### config.mk
export PLATFORM = sky130hd
export DESIGN_NAME = rational_arith_gcd_reduce
export DESIGN_NICKNAME = d
export VERILOG_FILES = /design/src/design/rag_pkg.sv /design/src/design/rational_arith_gcd_reduce.sv /design/src/design/rag_front.sv /design/src/design/rag_queue.sv /design/src/design/rag_back.sv
export VERILOG_INCLUDE_DIRS = /design/src /design/src/design
export SDC_FILE = /design/constraint.sdc
export NUM_CORES = 2
export LEC_CHECK = 0
export BUFFER_PORTS_ARGS = -buffer_cell sky130_fd_sc_hd__clkbuf_2
export CAP_MARGIN = 25
export CORE_ASPECT_RATIO = 1.75
export CORE_MARGIN = 10
export CORE_UTILIZATION = 50
export DETAILED_ROUTE_END_ITERATION = 6
export GPL_ROUTABILITY_DRIVEN = 0
export PLACE_DENSITY = 0.69
export SKIP_LAST_GASP = 1
export SLEW_MARGIN = 20
export SYNTH_ARGS = -nofsm -noshare
export SYNTH_HDL_FRONTEND = slang
export SYNTH_SLANG_ARGS = --single-unit
### constraint.sdc
create_clock -name clk -period 15.5 [get_ports clk]
set_input_delay 0.775 -clock clk [delete_from_list [all_inputs] [get_ports clk]]
set_output_delay 0.775 -clock clk [all_outputs]
set_load 0.02 [all_outputs]
### src/design/rational_arith_gcd_reduce_assert.svh
// Assertion macros for the rational gcd reduction block.
// Included by the modules that carry concurrent checks.
`ifndef RATIONAL_ARITH_GCD_REDUCE_ASSERT_SVH
`define RATIONAL_ARITH_GCD_REDUCE_ASSERT_SVH
`ifndef ASSERT_OFF
`define RAG_ASSERT(lbl, clk, rst, prop) \
  lbl: assert property (@(posedge clk) disable iff (rst) prop) else $error("assertion failed");
`define RAG_ASSERT_NR(lbl, clk, prop) \
  lbl: assert property (@(posedge clk) prop) else $error("assertion failed");
`else
`define RAG_ASSERT(lbl, clk, rst, prop)
`define RAG_ASSERT_NR(lbl, clk, prop)
`endif
`endif

### src/design/rag_pkg.sv
// Shared types and constants for the rational gcd reduction block.
// No dependencies.
`timescale 1ns / 1ps
package rag_pkg;
  localparam int RES_W = 33;
  localparam int WIDE_W = 66;

  typedef enum logic [1:0] {
    OP_ADD = 2'd0,
    OP_SUB = 2'd1,
    OP_MUL = 2'd2,
    OP_DIV = 2'd3
  } op_t;

  typedef enum logic [2:0] {
    ST_IDLE,
    ST_GCD,
    ST_DIVD,
    ST_DIVN,
    ST_OUT
  } be_state_t;

  // Entry passed from front to back: raw fraction and gcd seeds.
  typedef struct packed {
    logic                     err;
    logic                     swap;
    logic signed [WIDE_W-1:0] n;
    logic signed [WIDE_W-1:0] d;
  } job_t;
endpackage

### src/design/rational_arith_gcd_reduce.sv
// Rational add/sub/mul/div of two signed fractions with gcd reduction. One
// transaction at a time in the back end, all through one shared bit-serial
// divider: each Euclid remainder step issues a division and runs its bit
// steps, then the two quotient passes divide the denominator and then the
// numerator by the gcd, and the result waits in the output state. Euclid
// needs up to roughly 47 remainder steps on 33-bit values. Results with a zero
// input denominator still run the gcd loop but skip the quotient passes. A
// two-entry queue lets the front take the next transaction meanwhile, while
// there is room.
`timescale 1ns / 1ps
module rational_arith_gcd_reduce #(
  parameter int OPERAND_WIDTH = 16
) (
  input  logic                            clk,
  input  logic                            rst,
  input  logic                            in_valid,
  output logic                            in_stall,
  input  logic [1:0]                      opcode,
  input  logic signed [OPERAND_WIDTH-1:0] a_num,
  input  logic signed [OPERAND_WIDTH-1:0] a_den,
  input  logic signed [OPERAND_WIDTH-1:0] b_num,
  input  logic signed [OPERAND_WIDTH-1:0] b_den,
  output logic                            out_valid,
  input  logic                            out_stall,
  output logic signed [32:0]              res_num,
  output logic signed [32:0]              res_den,
  output logic                            status
);
  rag_pkg::job_t fj, qj;
  logic fv, fs, qv, qs;

  rag_front #(.OW(OPERAND_WIDTH)) u_front (
    .clk, .rst, .valid(in_valid), .stall(in_stall), .opcode, .a_num, .a_den,
    .b_num, .b_den, .job_valid(fv), .job_stall(fs), .job(fj)
  );
  rag_queue u_queue (
    .clk, .rst, .in_valid(fv), .in_stall(fs), .in_job(fj),
    .out_valid(qv), .out_stall(qs), .out_job(qj)
  );
  rag_back u_back (
    .clk, .rst, .job_valid(qv), .job_stall(qs), .job(qj),
    .valid(out_valid), .stall(out_stall), .res_num, .res_den, .status
  );
endmodule

### src/design/rag_front.sv
// Front end: accepts transactions, forms the raw fraction from registered operands.
// Depends on rag_pkg.
`timescale 1ns / 1ps
module rag_front #(
  parameter int OW = 16
) (
  input  logic                 clk,
  input  logic                 rst,
  input  logic                 valid,
  output logic                 stall,
  input  logic [1:0]           opcode,
  input  logic signed [OW-1:0] a_num,
  input  logic signed [OW-1:0] a_den,
  input  logic signed [OW-1:0] b_num,
  input  logic signed [OW-1:0] b_den,
  output logic                 job_valid,
  input  logic                 job_stall,
  output rag_pkg::job_t        job
);
  localparam int PW = 2 * OW + 1;

  logic                 busy;
  logic [1:0]           op;
  logic signed [OW-1:0] an, ad, bn, bd;
  logic signed [PW-1:0] p, q, r;
  logic                 ok;

  assign stall = busy;

  always_ff @(posedge clk) begin
    if (rst) begin
      busy <= 1'b0;
    end else if (!busy && valid) begin
      busy <= 1'b1;
    end else if (busy && !job_stall) begin
      busy <= 1'b0;
    end
    if (!busy && valid) begin
      op <= opcode;
      an <= a_num;
      ad <= a_den;
      bn <= b_num;
      bd <= b_den;
    end
  end

  always_comb begin
    ok = (ad != '0) && (bd != '0);
    p = '0;
    q = '0;
    r = '0;
    job.err = !ok;
    job.swap = 1'b0;
    case (rag_pkg::op_t'(op))
      rag_pkg::OP_ADD, rag_pkg::OP_SUB: begin
        job.swap = 1'b1;
        if (ad != bd) begin
          p = PW'(an) * PW'(bd);
          q = PW'(bn) * PW'(ad);
          r = PW'(ad) * PW'(bd);
        end else begin
          p = PW'(an);
          q = PW'(bn);
          r = PW'(ad);
        end
        if (op == rag_pkg::OP_SUB) p = p - q;
        else p = p + q;
      end
      rag_pkg::OP_MUL: begin
        p = PW'(an) * PW'(bn);
        r = PW'(ad) * PW'(bd);
      end
      default: begin
        p = PW'(an) * PW'(bd);
        r = PW'(ad) * PW'(bn);
      end
    endcase
    job.n = rag_pkg::WIDE_W'(p);
    job.d = rag_pkg::WIDE_W'(r);
  end

  assign job_valid = busy;
endmodule

### src/design/rag_queue.sv
// Two-entry queue between front and back ends.
// Depends on rag_pkg and the assertion header.
`timescale 1ns / 1ps
`include "rational_arith_gcd_reduce_assert.svh"
module rag_queue (
  input  logic          clk,
  input  logic          rst,
  input  logic          in_valid,
  output logic          in_stall,
  input  rag_pkg::job_t in_job,
  output logic          out_valid,
  input  logic          out_stall,
  output rag_pkg::job_t out_job
);
  rag_pkg::job_t mem [2];
  logic wp, rp;
  logic [1:0] cnt;
  logic push, pop;

  assign in_stall = (cnt == 2'd2);
  assign out_valid = (cnt != 2'd0);
  assign push = in_valid && !in_stall;
  assign pop = out_valid && !out_stall;
  assign out_job = mem[rp];

  always_ff @(posedge clk) begin
    if (rst) begin
      wp <= 1'b0;
      rp <= 1'b0;
      cnt <= 2'd0;
    end else begin
      if (push) wp <= !wp;
      if (pop) rp <= !rp;
      cnt <= cnt + 2'(push) - 2'(pop);
    end
    if (push) mem[wp] <= in_job;
  end

  `RAG_ASSERT(a_cnt_max, clk, rst, cnt <= 2'd2)
  `RAG_ASSERT(a_ptr_eq, clk, rst, (cnt == 2'd0 || cnt == 2'd2) |-> (wp == rp))
  `RAG_ASSERT(a_ptr_ne, clk, rst, (cnt == 2'd1) |-> (wp != rp))
endmodule

### src/design/rag_back.sv
// Back end: Euclid gcd by shared restoring divider, then two quotient passes.
// Depends on rag_pkg and the assertion header.
`timescale 1ns / 1ps
`include "rational_arith_gcd_reduce_assert.svh"
module rag_back (
  input  logic                             clk,
  input  logic                             rst,
  input  logic                             job_valid,
  output logic                             job_stall,
  input  rag_pkg::job_t                    job,
  output logic                             valid,
  input  logic                             stall,
  output logic signed [rag_pkg::RES_W-1:0] res_num,
  output logic signed [rag_pkg::RES_W-1:0] res_den,
  output logic                             status
);
  localparam int W = rag_pkg::WIDE_W;
  localparam int CW = $clog2(W + 1);

  rag_pkg::be_state_t state, state_next;
  logic signed [W-1:0] x, y, n, d, g;
  logic        [W-1:0] rem, quo, dvs;
  logic                qneg, rneg, err;
  logic        [CW-1:0] cnt;
  logic                div_busy;
  logic        [W:0]   trial;
  logic        [W-1:0] rem_sh;
  logic                ovalid;

  assign job_stall = (state != rag_pkg::ST_IDLE);
  assign valid = ovalid;

  function automatic logic [W-1:0] mag(input logic signed [W-1:0] v);
    mag = v[W-1] ? W'(-v) : W'(v);
  endfunction

  always_comb begin
    rem_sh = {rem[W-2:0], quo[W-1]};
    trial = {1'b0, rem_sh} - {1'b0, dvs};
  end

  always_comb begin
    state_next = state;
    case (state)
      rag_pkg::ST_IDLE: if (job_valid) state_next = rag_pkg::ST_GCD;
      rag_pkg::ST_GCD: if (!div_busy && y == '0) state_next = rag_pkg::ST_DIVD;
      rag_pkg::ST_DIVD: if (!div_busy && cnt == CW'(W)) state_next = rag_pkg::ST_DIVN;
      rag_pkg::ST_DIVN: if (!div_busy && cnt == CW'(W)) state_next = rag_pkg::ST_OUT;
      rag_pkg::ST_OUT: if (!ovalid) state_next = rag_pkg::ST_IDLE;
      default: state_next = rag_pkg::ST_IDLE;
    endcase
  end

  always_ff @(posedge clk) begin
    if (rst) begin
      state <= rag_pkg::ST_IDLE;
      div_busy <= 1'b0;
      ovalid <= 1'b0;
    end else begin
      state <= state_next;
      if (ovalid && !stall) ovalid <= 1'b0;
      case (state)
        rag_pkg::ST_IDLE: begin
          if (job_valid) begin
            n <= job.n;
            d <= job.d;
            err <= job.err;
            x <= job.swap ? job.d : job.n;
            y <= job.swap ? job.n : job.d;
            div_busy <= 1'b0;
          end
        end
        rag_pkg::ST_GCD: begin
          if (!div_busy) begin
            if (y != '0) begin
              div_busy <= 1'b1;
              cnt <= '0;
              rem <= '0;
              quo <= mag(x);
              dvs <= mag(y);
              rneg <= x[W-1];
            end else begin
              g <= x;
              div_busy <= 1'b1;
              cnt <= '0;
              rem <= '0;
              quo <= mag(d);
              dvs <= mag(x);
              qneg <= d[W-1] ^ x[W-1];
              if (d == '0 || x == '0) err <= 1'b1;
            end
          end else begin
            cnt <= cnt + 1'b1;
            if (!trial[W]) rem <= trial[W-1:0];
            else rem <= rem_sh;
            quo <= {quo[W-2:0], !trial[W]};
            if (cnt == CW'(W - 1)) begin
              div_busy <= 1'b0;
              x <= y;
              y <= rneg ? -W'(trial[W] ? rem_sh : trial[W-1:0])
                        : W'(trial[W] ? rem_sh : trial[W-1:0]);
            end
          end
        end
        rag_pkg::ST_DIVD, rag_pkg::ST_DIVN: begin
          if (err) begin
            cnt <= CW'(W);
            div_busy <= 1'b0;
            if (state == rag_pkg::ST_DIVN) ovalid <= 1'b1;
          end else if (div_busy) begin
            cnt <= cnt + 1'b1;
            if (!trial[W]) rem <= trial[W-1:0];
            else rem <= rem_sh;
            quo <= {quo[W-2:0], !trial[W]};
            if (cnt == CW'(W - 1)) div_busy <= 1'b0;
          end else if (state == rag_pkg::ST_DIVD) begin
            d <= qneg ? -$signed(quo) : $signed(quo);
            if (quo == '0) err <= 1'b1;
            div_busy <= 1'b1;
            cnt <= '0;
            rem <= '0;
            quo <= mag(n);
            qneg <= n[W-1] ^ g[W-1];
          end else begin
            n <= qneg ? -$signed(quo) : $signed(quo);
            ovalid <= 1'b1;
          end
        end
        default: ;
      endcase
    end
  end

  assign status = err;
  assign res_num = err ? '0 : n[rag_pkg::RES_W-1:0];
  assign res_den = err ? '0 : d[rag_pkg::RES_W-1:0];

  `RAG_ASSERT(a_out_state, clk, rst, ovalid |-> (state == rag_pkg::ST_OUT))
  `RAG_ASSERT(a_hold, clk, rst, (ovalid && stall) |=> (ovalid && $stable(res_num)))
  `RAG_ASSERT(a_cnt, clk, rst, div_busy |-> (cnt < CW'(W)))
endmodule

## Yosys cells after proc, flatten, opt, wreduce, memory -nomap -nowiden

Memories as Yosys holds them, arrays and structs flattened. A register that Yosys moved wholly into a read port is not among the register bits.
Index checks and enable logic that the tools add are counted.

- Output and inout bits: 69
- Bits in writable memories: 268
- Memories kept: 1
- Word-level logic and storage cells: 214
- Input bits: 70
- Bits in registers: 613

Memories:

| name | words | width | read ports | clocked after memory_dff | write ports | line | source |
|---|---|---|---|---|---|---|---|
| u_queue.mem | 2 | 134 | 1 | 1 | 1 | rag_queue.sv:15 | `rag_pkg::job_t mem [2];` |

- Bitwise logic cells: 5
- Equality and inequality tests: 26
- Add/sub/neg operators: 12
- Multipliers: 4
- Reductions and logical operators: 47
- Mux-type cells: 95

Operator list:

| cell | number |
|---|---|
| $mux W66 | 29 |
| $pmux W66 S2 | 5 |
| $neg A66 Y66 | 6 |
| $logic_not A66 Y1 | 4 |
| $mux W33 | 8 |
| $mux W65 | 4 |
| $pmux W33 S2 | 2 |
| $pmux W65 S2 | 1 |
| $mul A16 B16 Y32 | 4 |
| $sub A66 B66 Y67 | 1 |
| $reduce_bool A66 Y1 | 1 |
| $add A33 B33 Y33 | 1 |
| $sub A33 B33 Y33 | 1 |
| $mux W1 | 32 |
| $reduce_bool A16 Y1 | 2 |
| $mux W7 | 4 |
| $reduce_and A6 Y1 | 3 |
| $ne A16 B16 Y1 | 1 |
| $mux W3 | 5 |
| $pmux W3 S5 | 1 |
| $eq A7 B7 Y1 const B | 2 |
| $ne A2 B1 Y1 const B | 7 |
| $ne A2 B2 Y1 const B | 7 |
| $pmux W7 S2 | 1 |
| 27 further kinds | 57 |

## Depth between registers and ports, before layout

- Depth after elaboration: 7
- Depth in mapped cells: 41
- Mapped depth without buffers: 40

## By module

From an unflattened synthesis, not the netlist that was laid out.

- Cells, all modules: 9975
- Area, all modules: 94266.7 um^2

Modules (own cells, without submodules):

| module | sequential area each (um^2) | area each (um^2) | instances | cells an instance |
|---|---|---|---|---|
| rag_front | 2001.9 | 46811.1 | 1 | 5303 |
| rag_back | 14273.7 | 37315.8 | 1 | 4227 |
| rag_queue | 8147.8 | 10139.7 | 1 | 445 |

## Least setup slack after synthesis

No wires, ideal clock.

- Path kind: register -> register
- Start point: register u_back.state[2]
- End point: register u_back.x[0] (enable)
- Cell stages (with the launch flop): 6
- Slack: 4.700 ns
- Arrival time: 10.015 ns
- Required time: 14.714 ns
- Period minus slack after synthesis: 10.800 ns
- Buffers on the path: 2
- Setup time: 0.786 ns
- Path through: dfxtp_1 -> or3b_2 -> clkbuf_1 -> clkbuf_1 -> a31oi_1 -> nor3_1

- Word-level cells in the longest chain between the ends: 3
- Elaborated cells on any way between the ends: 7
- Those cells by class: eq/ne (4); reduce/logical (3)

RTL lines:

| element | line | source |
|---|---|---|
| from (decl) | rag_back.sv:20 | `rag_pkg::be_state_t state, state_next;` |
| from (signal assigned) | rag_back.sv:56 | `state <= rag_pkg::ST_IDLE;` |
| from (signal assigned) | rag_back.sv:60 | `state <= state_next;` |
| $eq A3 B1 Y1 / $logic_not A3 Y1 (equally long branches) | rag_back.sv:62 | `case (state)` |
| $ne A2 B1 Y1 (no line), or another cell as far along | n/a |  |
| $reduce_and A5 Y1 (no line) (*) | n/a |  |
| to (signal assigned) | rag_back.sv:68 | `x <= job.swap ? job.d : job.n;` |
| to (signal assigned) | rag_back.sv:99 | `x <= y;` |
| to (decl) | rag_back.sv:21 | `logic signed [W-1:0] x, y, n, d, g;` |

Mark *: on every way between the ends. The rest lies on a longest branch, timed or not.
A chain may end at the register's enable or synchronous reset.

==> flow_summary.yaml <==
run_status:
  status: "complete, no violations"
critical_path:
  crit_path_end_kind: "register"
  r2r_start: "u_front.ad[15]"
  worstReg2RegEnd: "u_queue.mem[0][131]"
  critPathSlowestCell: "inv_1"
  critPathLaunchType: "register"
  crit_start: "u_front.ad[15]"
  reg2reg_depth: 36
  worst_path_most_repeated_cell: "fa_1"
  max_stage_delay_ps: 640
  required_ps: 16030
  crit_type: "reg2reg"
  arrival_ps: 10870
  cp_max_fo: 26
  ff2ff_setup_slack_ps: 5150
layout:
  fillers: 15700
  layout_commonest_cell: "inv_1"
  layout-drive-gt1-share: 0.05893
  final_area_um2: 91700
  final_cell_mix: "inv_1, nand2_1, fa_1"
  num-nets-final: 10810
  utilization: 0.5346
  area_growth_pct: 6.342
yosys:
  netlist.top_cell.by_area: "fa_1"
  synth.net_count: 10970
  ys.flop_type: "edfxtp_1"
  synthTopCellsByArea: "fa_1, edfxtp_1, ha_1"
  syn_area_um2: 86230
  synth_top_area_share: 0.2438
  synth_seq_cells: 683
  syn_area_per_cell_um2: 9.178
  yosys_warnings: 0
  synth_edf_count: 672
  synth_cells: 9395
  synth_cell_types: 86
  seq_area_frac_synth: 0.2366
  async_flop_share: 0
clock_tree:
  cts_buffers: 75
  post_cts_buffers: 0
  root_buffer: "clkbuf_16"
  cts_hold_buf: 0
  htree_levels: 3
  clkTransAtPathRegs_ps: 70
  cts_resized: 0
  clock_sinks: 683
  cts_tree: "yes"
  insertion_delay_ps: 740
  clockBufferDepth: 3
worst_hold_path:
  hp-class: "in2reg"
  min_from: "b_den[7]"
  whs_endpoint: "u_front.bd[7]"
  hold_depth: 1
drt:
  wl_um: 289300
  drt_iter0_markers: 6659
  ant_nets: 0
  vias: 70750
  first_pass_iters: 7
  drc: 0
  routedWlPerCell_um: 25.07
  routed_via_density: 6.131
global_route:
  grt_pass1_wl_um: 437400
  grt_max_degree: 91
  antenna_found_initial: 17
  grt-busiest-layer: "met2"
  grt-ovfl-total: 0
  grt_pass1_vias: 73210
  track_usage: 0.3026
  grt_use_met3: 0.06050
  use_met1: 0.3046
  use_met2: 0.5176
timing:
  rsz0062_at_grt: "no"
  hold_viol_final: 0
  layout_min_cycle_time_ps: 10350
  fmaxAchievable_ghz: 0.09664
  worst_slew_pin_slew_ps: 1249
  relSlewSlack: 0.1611
  fin_crit_sh: 0.6676
  fin_skew_ps: 60.98
  finalMaxSlewViolations: 0
  setup_violations: 0
  fin_setup_tns_ps: 0
  fin_ws_ps: 5152
placement:
  place_area_um2: 88830
  dp_hpwl_um: 219700
  place_ws_ps: 5405
  port_buffers: 138
floorplanning:
  start_util: 0.5027
  die_height_um: 569.4
  boundaryPins: 139
  fp.dieW_um: 333.9
  rows: 201
  die_area_um2: 190100
  core_um2: 171500
run:
  cap_violations: 0
layout make-up:
class / instances / area, µm² / share of cell area
sequential: 683 / 20410 / 0.2225
antenna: 7 / 17.52 / 0.0001910
clock inverter: 45 / 696.9 / 0.007600
tap: 2233 / 2794 / 0.03047
inverter: 1297 / 4868 / 0.05309
multi-input combinational: 6909 / 59210 / 0.6457
clock buffer: 91 / 1967 / 0.02145
timing repair buffer: 274 / 1735 / 0.01893
how the worst max path moves through the flow:
stage	end	slack, ps	depth (start not counted)
after global routing	u_queue.mem[1][131]	4590	38
final	u_queue.mem[0][131]	5150	36
after global placement	u_queue.mem[0][131]	5660	38
after detailed placement	u_queue.mem[1][131]	5410	38
after CTS	u_queue.mem[0][131]	5390	38
after floorplan	u_back.x[0]	4700	5
sequential cells by signal, summed over array words and instances, names as in the netlist, 2 cells and up, named ones only:
register / flops
u_front.ad: 16
u_front.an: 16
u_back.n: 66
u_back.state: 3
u_back.d: 66
u_back.quo: 66
u_front.bn: 16
u_back.rem: 65
u_queue.mem: 134
u_front.bd: 16
u_front.op: 2
u_back.cnt: 7
u_queue.cnt: 2
u_back.x: 66
u_back.dvs: 66
u_back.y: 66
synthesized netlist by cell type, drive strengths merged, types with 52 or more instances:
library cell / instances
nand2: 1090
xor2: 255
ha: 454
xnor2: 372
nand3: 89
or4: 56
o21ai: 530
a21o: 113
nor2: 507
inv: 1296
o31ai: 139
o211ai: 61
or3: 105
a211oi: 126
fa: 1050
mux2: 61
and2: 425
edfxtp: 672
clkbuf: 458
nor2b: 86
mux2i: 196
nor4: 52
nand2b: 109
a21oi: 459
nor3: 102
logic make-up after synthesis:
logic type / share of synthesized area
buffers and inverters: 0.07857
flip-flops: 0.2366
adder cells (fa/ha/maj): 0.3096
multiplexers: 0.03072
XOR/XNOR: 0.06369
AO/OA/AOI/OAI: 0.1240
AND/OR/NAND/NOR: 0.1568
layer usage:
metal | wire, µm | vias up
li1 | - | 30850
met1 | 92610 | 34970
met2 | 140100 | 3546
met3 | 20430 | 1365
met4 | 35890 | 18
met5 | 186 | -
through the flow:
| stage | hold WS, ps | std cells |
|---|---|---|
| final | 225.2 | 11540 |
| after global routing | 222.9 | 11530 |
| after CTS | 197.9 | 11520 |
| after detailed placement | 466.1 | 11380 |
| after global placement | 462.7 | 11380 |
| after floorplan | 464.6 | 9395 |
critical path: cells and delay by family, from the launching register on:
family          cells  cell delay (ps)
xor+xnor            2              300
fa+ha+maj           8             3470
compound gates     14             3490
buf+inv             4              990
simple gates        8             1500
flops               1              360
Power is left out: the tool's default activity adds up to more than one toggle a clock period on the data nets, which glitch-free logic cannot reach.
